===== config.mk =====
export PLATFORM = sky130hd
export DESIGN_NAME = handheld_console_timer
export DESIGN_NICKNAME = d
export VERILOG_FILES = /design/src/rtl/hct_pkg.sv /design/src/rtl/handheld_console_timer.sv /design/src/rtl/hct_core.sv
export SDC_FILE = /design/constraint.sdc
export NUM_CORES = 1
export LEC_CHECK = 0
export ABC_AREA = 1
export BUFFER_PORTS_ARGS = -buffer_cell sky130_fd_sc_hd__buf_2
export CAP_MARGIN = 20
export CORE_UTILIZATION = 60
export CTS_CLUSTER_SIZE = 24
export DETAILED_ROUTE_END_ITERATION = 10
export PLACE_DENSITY_LB_ADDON = 0.3
export REMOVE_ABC_BUFFERS = 1
export SYNTH_ARGS = -nofsm -noshare
export SYNTH_HDL_FRONTEND = slang
export SYNTH_SLANG_ARGS = --single-unit

===== constraint.sdc =====
create_clock -name aclk -period 5.26 [get_ports aclk]
set_input_delay 0 -clock aclk [delete_from_list [all_inputs] [get_ports aclk]]
set_output_delay 0 -clock aclk [all_outputs]
set_load 0.01 [all_outputs]

===== src/rtl/hct_pkg.sv =====
// Shared types, codes and helpers of the handheld console timer.
`timescale 1ns / 1ps

package hct_pkg;

    // Command codes carried in the input beat.
    localparam logic [1:0] CMD_TICK  = 2'd0;
    localparam logic [1:0] CMD_WRITE = 2'd1;
    localparam logic [1:0] CMD_READ  = 2'd2;

    // Register selects.
    localparam logic [1:0] REG_DIV  = 2'd0;
    localparam logic [1:0] REG_TIMA = 2'd1;
    localparam logic [1:0] REG_TMA  = 2'd2;
    localparam logic [1:0] REG_TAC  = 2'd3;

    localparam logic [15:0] DIV_STEP = 16'd4;
    localparam int unsigned TAC_ENABLE_BIT = 2;

    typedef struct packed {
        logic [1:0] command;
        logic [1:0] reg_select;
        logic [7:0] write_data;
    } item_t;

    typedef struct packed {
        logic [7:0] read_data;
        logic       timer_irq;
    } result_t;

    // Divider bit watched for a rate select: half of the period 1024, 16, 64, 256.
    function automatic logic [3:0] rate_bit(input logic [1:0] sel);
        logic [3:0] b;
        case (sel)
            2'd0:    b = 4'd9;
            2'd1:    b = 4'd3;
            2'd2:    b = 4'd5;
            2'd3:    b = 4'd7;
            default: b = 4'd9;
        endcase
        return b;
    endfunction

endpackage


===== src/rtl/handheld_console_timer.sv =====
// Top level of the handheld console timer: stream ports, input and result registers.
`timescale 1ns / 1ps

// Handheld console timer (DIV / TIMA / TMA / TAC). Every input beat is one
// machine-cycle tick, one register write or one register read, and every
// input beat yields exactly one result beat, in order. A beat is captured in
// an input register, the timer state is updated by one short pass of logic
// (divider add, a few bit compares, one counter increment), and the result
// lands in an output register. Throughput is one beat per clock while
// m_tready is high; a beat passes the input register, then the output
// register. The output register keeps the input side moving while a result
// waits: the input stays ready unless both the input and the output
// register are full and m_tready is low.
// A result carries read_data (zero except on reads) and timer_irq, which is
// high on the tick that performs the delayed counter reload.
module handheld_console_timer (
    input  logic       aclk,
    input  logic       aresetn,
    // Input beat
    input  logic       s_tvalid,
    output logic       s_tready,
    input  logic [7:0] s_tdata,   // [7:0] write_data
    input  logic [3:0] s_tuser,   // [1:0] command, [3:2] reg_select
    // Result beat
    output logic       m_tvalid,
    input  logic       m_tready,
    output logic [7:0] m_tdata,   // [7:0] read_data
    output logic [0:0] m_tuser    // [0] timer_irq
);

    hct_pkg::item_t   item_reg;
    logic             in_valid_reg;
    hct_pkg::result_t out_reg;
    logic             out_valid_reg;
    hct_pkg::result_t result;
    logic             advance;

    // Move the staged beat into the result register when that slot is free.
    assign advance  = in_valid_reg && (!out_valid_reg || m_tready);
    assign s_tready = !in_valid_reg || advance;

    // Hold a beat in the input register.
    always_ff @(posedge aclk) begin
        if (!aresetn) begin
            in_valid_reg <= 1'b0;
        end else if (s_tready) begin
            in_valid_reg <= s_tvalid;
        end
    end

    always_ff @(posedge aclk) begin
        if (s_tvalid && s_tready) begin
            item_reg.command    <= s_tuser[1:0];
            item_reg.reg_select <= s_tuser[3:2];
            item_reg.write_data <= s_tdata;
        end
    end

    // Timer state updates exactly once per beat, as it advances.
    hct_core u_core (
        .aclk    (aclk),
        .aresetn (aresetn),
        .fire    (advance),
        .item    (item_reg),
        .result  (result)
    );

    // Result register: load on advance, drop after the consumer takes it.
    always_ff @(posedge aclk) begin
        if (!aresetn) begin
            out_valid_reg <= 1'b0;
        end else if (advance) begin
            out_valid_reg <= 1'b1;
        end else if (m_tready) begin
            out_valid_reg <= 1'b0;
        end
    end

    always_ff @(posedge aclk) begin
        if (advance) begin
            out_reg <= result;
        end
    end

    assign m_tvalid   = out_valid_reg;
    assign m_tdata    = out_reg.read_data;
    assign m_tuser[0] = out_reg.timer_irq;

endmodule


===== src/rtl/hct_core.sv =====
// Timer state (divider, counter, modulo, control) and its per-beat update.
`timescale 1ns / 1ps

module hct_core (
    input  logic            aclk,
    input  logic            aresetn,
    input  logic            fire,
    input  hct_pkg::item_t  item,
    output hct_pkg::result_t result
);

    logic [15:0] div_reg, div_next;
    logic [7:0]  cnt_reg, cnt_next;
    logic        pending_reg, pending_next;
    logic        reloaded_reg, reloaded_next;
    logic [7:0]  ctrl_reg, ctrl_next;
    logic        enabled_reg, enabled_next;
    logic        rate_set_reg, rate_set_next;
    logic [1:0]  rate_sel_reg, rate_sel_next;
    logic [7:0]  mod_reg, mod_next;

    logic [15:0] div_plus;
    logic [3:0]  old_bit_idx;
    logic [3:0]  new_bit_idx;
    logic        old_bit;
    logic [7:0]  cnt_base;
    logic        pending_base;
    logic [1:0]  inc;
    logic [8:0]  cnt_sum;

    assign div_plus    = div_reg + hct_pkg::DIV_STEP;
    assign old_bit_idx = hct_pkg::rate_bit(rate_sel_reg);
    assign new_bit_idx = hct_pkg::rate_bit(item.write_data[1:0]);
    assign old_bit     = rate_set_reg && div_reg[old_bit_idx];

    always_comb begin
        div_next      = div_reg;
        reloaded_next = reloaded_reg;
        ctrl_next     = ctrl_reg;
        enabled_next  = enabled_reg;
        rate_set_next = rate_set_reg;
        rate_sel_next = rate_sel_reg;
        mod_next      = mod_reg;
        cnt_base      = cnt_reg;
        pending_base  = pending_reg;
        inc           = 2'd0;
        result        = '0;

        case (item.command)
            hct_pkg::CMD_TICK: begin
                reloaded_next = pending_reg;
                result.timer_irq = pending_reg;
                if (pending_reg) begin
                    cnt_base     = mod_reg;
                    pending_base = 1'b0;
                end
                div_next = div_plus;
                if (enabled_reg && rate_set_reg && div_reg[old_bit_idx]
                        && !div_plus[old_bit_idx]) begin
                    inc = 2'd1;
                end
            end
            hct_pkg::CMD_WRITE: begin
                case (item.reg_select)
                    hct_pkg::REG_DIV: begin
                        inc      = {1'b0, old_bit};
                        div_next = '0;
                    end
                    hct_pkg::REG_TIMA: begin
                        pending_base = 1'b0;
                        if (!reloaded_reg) begin
                            cnt_base = item.write_data;
                        end
                    end
                    hct_pkg::REG_TMA: begin
                        mod_next = item.write_data;
                        if (reloaded_reg) begin
                            cnt_base = item.write_data;
                        end
                    end
                    hct_pkg::REG_TAC: begin
                        // Disable with the watched bit high bumps once; a
                        // high-to-low change of the watched bit bumps again.
                        inc = 2'(enabled_reg && !item.write_data[hct_pkg::TAC_ENABLE_BIT]
                                  && old_bit)
                            + 2'(old_bit && !div_reg[new_bit_idx]);
                        ctrl_next     = item.write_data;
                        enabled_next  = item.write_data[hct_pkg::TAC_ENABLE_BIT];
                        rate_set_next = 1'b1;
                        rate_sel_next = item.write_data[1:0];
                    end
                    default: begin
                    end
                endcase
            end
            hct_pkg::CMD_READ: begin
                case (item.reg_select)
                    hct_pkg::REG_DIV:  result.read_data = div_reg[15:8];
                    hct_pkg::REG_TIMA: result.read_data = cnt_reg;
                    hct_pkg::REG_TMA:  result.read_data = mod_reg;
                    hct_pkg::REG_TAC:  result.read_data = ctrl_reg;
                    default:           result.read_data = '0;
                endcase
            end
            default: begin
            end
        endcase

        // Overflow wraps through zero and arms the delayed reload.
        cnt_sum      = {1'b0, cnt_base} + {7'd0, inc};
        cnt_next     = cnt_sum[7:0];
        pending_next = pending_base | cnt_sum[8];
    end

    always_ff @(posedge aclk) begin
        if (!aresetn) begin
            div_reg      <= '0;
            cnt_reg      <= '0;
            pending_reg  <= 1'b0;
            reloaded_reg <= 1'b0;
            ctrl_reg     <= '0;
            enabled_reg  <= 1'b0;
            rate_set_reg <= 1'b0;
            rate_sel_reg <= '0;
            mod_reg      <= '0;
        end else if (fire) begin
            div_reg      <= div_next;
            cnt_reg      <= cnt_next;
            pending_reg  <= pending_next;
            reloaded_reg <= reloaded_next;
            ctrl_reg     <= ctrl_next;
            enabled_reg  <= enabled_next;
            rate_set_reg <= rate_set_next;
            rate_sel_reg <= rate_sel_next;
            mod_reg      <= mod_next;
        end
    end

endmodule


# Word level (Yosys, flattened, before mapping)
# Cells that the tools add are included.
# totals
regBits	69
input_bits	16
elab_cells	83
out_inout_bits	11
# classes
add_sub_neg	3
n_reduce_logical	26
n_bitwise	1
eq_ne	12
magnitude_cmp	2
muxes	23
# op_table
cell	count
16-bit case mux with 2 select lines	1
4-bit case mux with 4 select lines	2
8-bit case mux with 2 select lines	2
8-bit case mux with 4 select lines	1
8-bit two-way mux	3
16-bit by 3-bit adder with 16-bit output, second input constant	1
16-bit two-way mux	1
2-bit == test, second input constant	7
1-bit binary-select mux with 4-bit select	3
4-bit by 5-bit < comparator with 1-bit output, second input constant	2
8-bit by 2-bit adder with 9-bit output	1
1-bit logical AND	9
3-bit AND reduction	3
2-bit by 1-bit == test with 1-bit output, second input constant	4
2-bit zero test	4
2-bit case mux with 2 select lines	2
1-bit two-way mux	7
1-bit zero test	5
2-bit nonzero test	2
1-bit by 1-bit adder with 2-bit output	1
1-bit logical OR	2
2-bit by 1-bit != test with 1-bit output, second input constant	1
1-bit case mux with 2 select lines	1
2-bit AND reduction	1
1-bit bitwise OR	1

# Logic depth before layout (Yosys ltp)
# Gate-level depths: netlist of the first run.
# depth
word_depth	11
mapped_depth	21
ltp_nobuf	21

# Modules after synthesis
# From an unflattened synthesis of the first run, not the netlist that was laid out.
# unflattened
hier_cells	432
hier_area_um2	3414.5
# modules_own_cells
mod	cells_per_inst	instances	seq_area_each_um2	area_each_um2
hct_core	398	1	820.8	2688.8
handheld_console_timer	34	1	670.6	725.7

# Worst setup path after synthesis of the first run
# Ideal clock, no wire load.
# synth_timing
path_type	register -> register
from	reg u_core.div_reg[9]
to	reg u_core.cnt_reg[4]
setup_slack_ps	2588
setup_ps	109
period_less_slack_ps	2672
t_arrival_ps	2563
n_path_buf	1
required_time_ps	5151
path_stages_with_launch	20
cell_sequence	dfxtp_1 -> clkbuf_1 -> inv_1 -> a22oi_1 -> nand2_1 -> nor3_1 -> ha_1 -> nand2_1 -> o21ai_0 -> nand3_1 -> nand2_1 -> ha_1 -> inv_1 -> fa_1 -> nand3b_1 -> nor2_4 -> xor2_1 -> nand2_1 -> nand2_1 -> inv_1
# synth_between
elab_chain_cells	8
word_cells_on_any_way	19
cone_classes	add/sub: 3; mux: 9; reduce/logical: 7
# synth_lines
item	line_no	rtl
from (decl)	hct_core.sv:12	logic [15:0] div_reg, div_next;
from (signal assigned)	hct_core.sv:127	div_reg <= div_next;
16-bit by 3-bit adder with 16-bit output (tied with other cells)	hct_core.sv:31	assign div_plus = div_reg + hct_pkg::DIV_STEP;
1-bit binary-select mux with 4-bit select (tied with other cells)	hct_core.sv:59	&& !div_plus[old_bit_idx]) begin
1-bit two-way mux (implied by the code) (tied with other cells)	hct_core.sv:59	
1-bit zero test (tied with other cells)	hct_core.sv:59	
1-bit logical AND or 1-bit by 1-bit adder with 2-bit output (tied branches)	hct_core.sv:59, hct_core.sv:86	
1-bit two-way mux or 2-bit case mux with 2 select lines (tied branches)	hct_core.sv:58, hct_core.sv:64	
2-bit case mux with 2 select lines *	hct_core.sv:49	case (item.command)
8-bit by 2-bit adder with 9-bit output *	hct_core.sv:110	cnt_sum = {1'b0, cnt_base} + {7'd0, inc};
to (signal assigned)	hct_core.sv:128	cnt_reg <= cnt_next;
to (decl)	hct_core.sv:13	logic [7:0] cnt_reg, cnt_next;
# Every way passes the cells marked *; elsewhere a longest branch is shown, timed or not. The select of a mux whose other input is x is not followed.
# A chain may end at the register's enable or synchronous reset.

# Final worst setup path of the first run
# layout_timing
from	reg item_reg[9] (netlist bit)
to	reg u_core.cnt_reg[4]
# layout_between
elab_chain_cells	4
word_cells_on_any_way	9
cone_classes	add/sub: 1; eq/ne: 3; mux: 4; reduce/logical: 1
# layout_lines
item	line_no	rtl
from (decl)	handheld_console_timer.sv:31	hct_pkg::item_t item_reg;
2-bit == test (tied with other cells)	hct_core.sv:64	case (item.reg_select)
8-bit case mux with 2 select lines or 2-bit case mux with 2 select lines (tied branches)	hct_core.sv:64	
8-bit case mux with 2 select lines or 2-bit case mux with 2 select lines (tied branches)	hct_core.sv:49	
8-bit by 2-bit adder with 9-bit output *	hct_core.sv:110	
# Every way passes the cells marked *; elsewhere a longest branch is shown, timed or not.

==> results of run 1 <==
[routing by layer]
metal / GRT usage, % / vias to the layer above
li1: - / 1579
met2: 52.7 / 136
met4: 10.6 / 0
met5: 0 / -
met1: 45.3 / 1492
met3: 5.18 / 11
[layout make-up]
class                      instances  area [sq um]  share of cell area, %
clock inverter                     5          81.3                   2.07
multi-input combinational        309          1610                   41.0
inverter                          68           255                   6.49
clock buffer                      11           131                   3.34
tap                               72          90.1                   2.29
sequential                        64          1490                   37.9
timing repair buffer              40           270                   6.88
[worst max-delay path, delay by kind of cell (launching register included)]
family          cells  cell delay, ns
compound gates      2            0.39
xor+xnor            1            0.15
buf+inv             3            0.20
fa+ha+maj           3            0.96
simple gates        7            0.89
flops               1            0.42
[worst paths after layout]
check,startpoint,to,slack (ns),cells past startpoint
worst min register to register,u_core.div_reg[6]$_SDFFE_PN0P_,u_core.div_reg[6]$_SDFFE_PN0P_,0.49,2
worst max register to register,item_reg[9]$_DFFE_PP_,u_core.cnt_reg[4]$_SDFFE_PN0P_,2.16,16
worst min-delay path,aresetn,u_core.mod_reg[3]$_SDFFE_PN0P_,0.1,3
worst max-delay path,item_reg[9]$_DFFE_PP_,u_core.cnt_reg[4]$_SDFFE_PN0P_,2.16,16
[cells in the mapped netlist]
cell type and number:
nor3_4 1, nand4_1 6, xor2_1 4, dfxtp_1 43
a32o_1 1, o21ai_1 6, nor4_4 1, fa_1 1
nor4_1 1, buf_1 1, a21oi_2 1, inv_2 11
a21oi_1 37, a22oi_1 2, buf_4 3, nor3_1 3
nand3b_1 2, o21ai_0 47, clkbuf_1 5, nand3_1 24
nor2_2 4, nor2_1 48, o31ai_1 2, inv_1 57
a31oi_1 10, nand2_4 1, o21ai_2 1, nand2_1 84
o22ai_1 1, nor2_4 6, xnor2_1 1, ha_1 8
nand2_2 5, buf_2 1, nor3b_1 1, edfxtp_1 21
[power by group through the flow]
stage                      logic, W  clock network, W  registers [W]
final                      0.000115          0.000464       0.000545
after global placement     0.000101                 0       0.000555
after floorplan           0.0000714                 0       0.000550
after global routing       0.000128          0.000483       0.000546
after CTS                  0.000112          0.000464       0.000544
after detailed placement   0.000103                 0       0.000555
[cells by family after synthesis]
group                      Yosys count
adders and majority gates            9
buffers and inverters               78
and+or+nand+nor                    187
DFF                                 64
xor gates and xnor gates             5
AOI/OAI and AO/OA                  108
[per-stage QoR]
stage | util [%] | instance area [sq um] | std cells
4_1_cts | 71.8 | 3930 | 569
2_1_floorplan | - | 3360 | 441
3_3_place_gp | 65.4 | 3580 | 539
6_report | 71.8 | 3930 | 569
3_5_place_dp | 65.4 | 3580 | 539
5_1_grt | 71.8 | 3930 | 569
==> results.md, run 1 <==
- I/O Buffers: 26
- Total Negative Setup Slacks: 0 ns
- Max cap viols: 0
- Reg clk slew, reported paths: 0.07 ns
- Critical path class: register to register
- Post-synthesis mux area share: 0%
- WL met2: 4180 um
- Initial DRC Count: 351
- Outcome: completed
- CP Capture Type: register
- Worst path arrival time: 3.34 ns
- Die Y: 77.4 um
- Power share of the clock group: 41.3%
- Uppermost layer routed: met4
- Via density per instance: 5.66
- Most common cell after layout, fill and taps aside: nand2_1
- Filler Cells Inserted: 439
- Diodes inserted: 0
- Seq/Total Area, Yosys: 43.8%
- Leading post-synthesis cells by cell area: dfxtp_1, edfxtp_1, nand2_1
- First-pass GRT wire length: 14900 um
- Crit path required time: 5.50 ns
- Num ports: 27
- Largest net degree at the start of global routing: 22
- Sw frac: 25.7%
- Die Width: 77.4 um
- Die area: 5980 sq um
- Total CTS buffers: 9
- Total power: 0.00112 W
- FMAX: 0.323 GHz
- Largest stage delay, worst path: 0.42 ns
- CTS resizes: 0
- Clock Tree Buf Depth: 2
- Worst setup margin: 2.16 ns
- Synth Register Bits: 64
- Compound-gate portion of the synthesized area: 16.9%
- Crit-path cells: inv_1, ha_1, nor2_1, nor2_2, nand2_1, o31ai_1, a32o_1, ha_1, inv_1, fa_1, nand3b_1, nor2_4, xor2_1, nand2_1, nand2_1, inv_1
- Slew at the pin closest to its max-slew limit: 0.629 ns
- Tmin final: 3.10 ns
- GRT overflow: 0
- Pwr dens: 286 nW/um^2
- Final Hold Viols: 0
- Adder-Cell Fraction of Synth Area: 3.53%
- Met3 wire length: 582 um
- Lkg Pwr: 1.65 nW
- Relative slew slack: 58.0%
- Unique cell type count in the Yosys netlist: 36
- Max FO, Critical Path: 11
- # DRC: 0
- Worst vdd ir: 238 uV
- YS warnings: 0
- Syn_area_per_cell: 7.55 sq um
- Setup violators final: 0
- Area grow syn2layout: 15.4%
- Max reg flops: 14
- Initial antenna violation count: 0
- CTS hold repair buffers: 14
- Post-route ant nets: 0
- Post-CTS setup buffers: 0
- RSZ-0062 raised after global routing: false
- CTS tree: done
- Fraction of layout cells with a size suffix above 1: 14.3%
- Pins Over Slew Limit: 0
- WL met1: 4240 um
- CP max-delay cell: edfxtp_1
- Final worst-path cycle share: 58.9%
- Clock sink total: 64
- Skew final: 0.0115 ns
- Sequential power share: 48.5%
- Mapped Cells: 451
- Net Sw Power: 0.000288 W
- Min-Delay Path Class: primary input to register
- Nets: 517
- CTS H-tree depth: 3
- Area of the mapped netlist: 3410 sq um
- Via count: 3218
- Clock latency on the worst-skew pair: 0.34 ns
- CP startpoint kind: register
- Total wire length: 9100 um
- Post-Synth XOR/XNOR Area: 1.29%
- Largest family of logic cells by synthesized area: simple AND/OR/NAND/NOR gates
- # rows: 27
- Int Pwr: 0.000835 W
- DR pass1 iterations: 5
- HPWL Detailed: 6550 um
- Wire length per cell after detailed routing: 16.0 um
- Commonest non-fill, non-tap cells in the layout: nand2_1, inv_1, nor2_1, o21ai_0, dfxtp_1
- Cell taking the most area after synthesis: dfxtp_1
- Dpl ws: 2.24 ns
- Root buf cell: clkbuf_8
- WHS: 0.0992 ns
- Initial Util: 62.3%
- Core Area: 5470 sq um
- Vias in the first global route: 2995
- Post-Synth Simple-Gate Area: 25.5%
- Placer Congestion: 0.947
- Gate power share: 10.2%
- Total GRT Usage: 32.9%
- Top-area cell type share of the netlist area: 25.3%
(Power assumes the default switching activity.)
==> run 2, diff against run 1 <==
==> constraint.sdc (replaced) <==
create_clock -name aclk -period 3.2 [get_ports aclk]
set_input_delay 0 -clock aclk [delete_from_list [all_inputs] [get_ports aclk]]
set_output_delay 0 -clock aclk [all_outputs]
set_load 0.01 [all_outputs]
==> run 2 against run 1 <==
Net effect: power grew 72%; register-to-register slack lost 1.9 ns; sequential cell count is the same; sequential power grew 63%; final cell count grew 1.1%; die area is the same; critical path depth grew 3; critical path type unchanged.
==> results.md, run 2 (same netlist as run 1, synthesis figures left out) <==
- Outcome: completed
- Max cap viols: 0
- Worst path arrival time: 3.20 ns
- Via count: 3266
- Root buf cell: clkbuf_8
- Reg clk slew, reported paths: 0.07 ns
- Clock Tree Buf Depth: 2
- Critical R2R Launch: u_core.rate_sel_reg[0]$_SDFFE_PN0P_
- Placer Congestion: 0.955
- # rows: 27
- Diodes inserted: 0
- RR Endpoint: u_core.cnt_reg[4]$_SDFFE_PN0P_
- Crit-path cells: inv_1, o21ai_0, a22oi_2, nand2_1, a21oi_1, ha_1, nand2_1, o21ai_0, nand3_1, nand2_1, ha_1, inv_1, fa_1, nand3b_1, nor2_4, xor2_1, nand2_1, nand2_1, inv_1
- Clock sink total: 64
- Final worst-path cycle share: 92.1%
- WL met1: 3600 um
- Core Area: 5470 sq um
- CP max-delay cell: fa_1
- Die Y: 77.4 um
- Total CTS buffers: 9
- Commonest non-fill, non-tap cells in the layout: nand2_1, inv_1, nor2_1, o21ai_0, dfxtp_1
- Worst setup margin: 0.253 ns
- WL met2: 3950 um
- Critical path endpoint: u_core.cnt_reg[4]$_SDFFE_PN0P_
- Met3 wire length: 755 um
- Nets: 523
- Fraction of layout cells with a size suffix above 1: 16.1%
- Critical path class: register to register
- Largest net degree at the start of global routing: 22
- RSZ-0062 raised after global routing: false
- Via density per instance: 5.68
- Skew final: 0.00551 ns
- Most used cell, CP: nand2_1
- FF-to-FF setup slack: 0.25 ns
- # DRC: 0
- Post-route ant nets: 0
- Total Negative Setup Slacks: 0 ns
- First-pass GRT wire length: 14300 um
- Initial DRC Count: 325
- Die area: 5980 sq um
- Setup violators final: 0
- CTS tree: done
- CTS H-tree depth: 3
- DR pass1 iterations: 5
- Worst Reg-to-Reg Cells: 19
- CP Launch Point: u_core.rate_sel_reg[0]$_SDFFE_PN0P_
- Dpl ws: 0.215 ns
- Clock latency on the worst-skew pair: 0.35 ns
- WHS: 0.0716 ns
- Max reg flops: 14
- Total wire length: 8690 um
- Total GRT Usage: 31.3%
- I/O Buffers: 26
- HPWL Detailed: 5950 um
- Vias in the first global route: 3096
- Slew at the pin closest to its max-slew limit: 0.670 ns
- Total power: 0.00193 W
- CP Capture Type: register
- Min-Delay Path Class: primary input to register
- FMAX: 0.339 GHz
- Pins Over Slew Limit: 0
- Worst vdd ir: 431 uV
- Pwr dens: 480 nW/um^2
- Wire length per cell after detailed routing: 15.1 um
- GRT overflow: 0
- Final Hold Viols: 0
- CP startpoint kind: register
- Tmin final: 2.95 ns
- Max FO, Critical Path: 7
- Post-CTS setup buffers: 0
- Initial Util: 62.3%
- Relative slew slack: 55.3%
- Most common cell after layout, fill and taps aside: nand2_1
- Largest stage delay, worst path: 0.40 ns
- Area grow syn2layout: 18.2%
- Crit path required time: 3.45 ns
- Die Width: 77.4 um
- Lkg Pwr: 1.70 nW
- Initial antenna violation count: 0
- Num ports: 27
- Uppermost layer routed: met4
-- run 2: cell types whose count changed in the layout (fill, tap and decap cells not counted), sizes merged --
cell         previous run  this run
buf                    26        31
clkbuf                 11        12
clkinv                  2         1
dlygate4sd3            14        15
-- run 2: per-stage QoR --
stage	std cells	utilization, %	cell area (sq um)
after floorplan	441	-	3360
after global placement	544	66.0	3610
after detailed placement	544	66.0	3610
after CTS	575	73.3	4010
after global routing	575	73.6	4030
final	575	73.6	4030
-- run 2: power by group --
part / leakage, nW / internal (W) / switching [W]
Clock: 0.124 / 0.000527 / 0.000318
Sequential: 0.553 / 0.000867 / 0.0000223
Combinational: 1.03 / 0.0000712 / 0.000128
-- run 2: worst min path at each step --
stage	end	from	slack (ns)	cells past startpoint
final	u_core.mod_reg[1]$_SDFFE_PN0P_	aresetn	0.07	3
after global routing	u_core.ctrl_reg[4]$_SDFFE_PN0P_	aresetn	0.09	3
after CTS	u_core.mod_reg[1]$_SDFFE_PN0P_	aresetn	0.06	3
after detailed placement	item_reg[3]$_DFFE_PP_	s_tdata[3]	0.18	1
after global placement	item_reg[6]$_DFFE_PP_	s_tdata[6]	0.18	1
after floorplan	item_reg[0]$_DFFE_PP_	s_tdata[0]	0.1	0
-- run 2: what timing repair did --
action	in CTS	in global routing
gates resized for setup	0	4
setup endpoints to repair	0	3
endpoints found under the hold margin	14	0
hold buffers	15	0
-- run 2: worst max-delay path, delay by kind of cell (launching register included) --
family,cells,cell delay [ns]
AO/OA/AOI/OAI,4,0.44
XOR/XNOR,1,0.15
adder cells (fa/ha/maj),3,0.86
buffers and inverters,3,0.17
flip-flops,1,0.38
AND/OR/NAND/NOR,8,0.84
-- run 2: final cells by class --
class,count,area [sq um]
clock buffer,12,176
clock inverter,4,72.6
fill,452,1450
inverter,68,255
multi-input combinational,309,1620
sequential,64,1490
tap,72,90.1
timing repair buffer,46,318
-- run 2: routing by layer --
layer	GRT usage, %	vias to the layer above
li1	-	1583
met5	0	-
met3	6.94	39
met2	49.3	183
met1	39.4	1461
met4	18.5	0
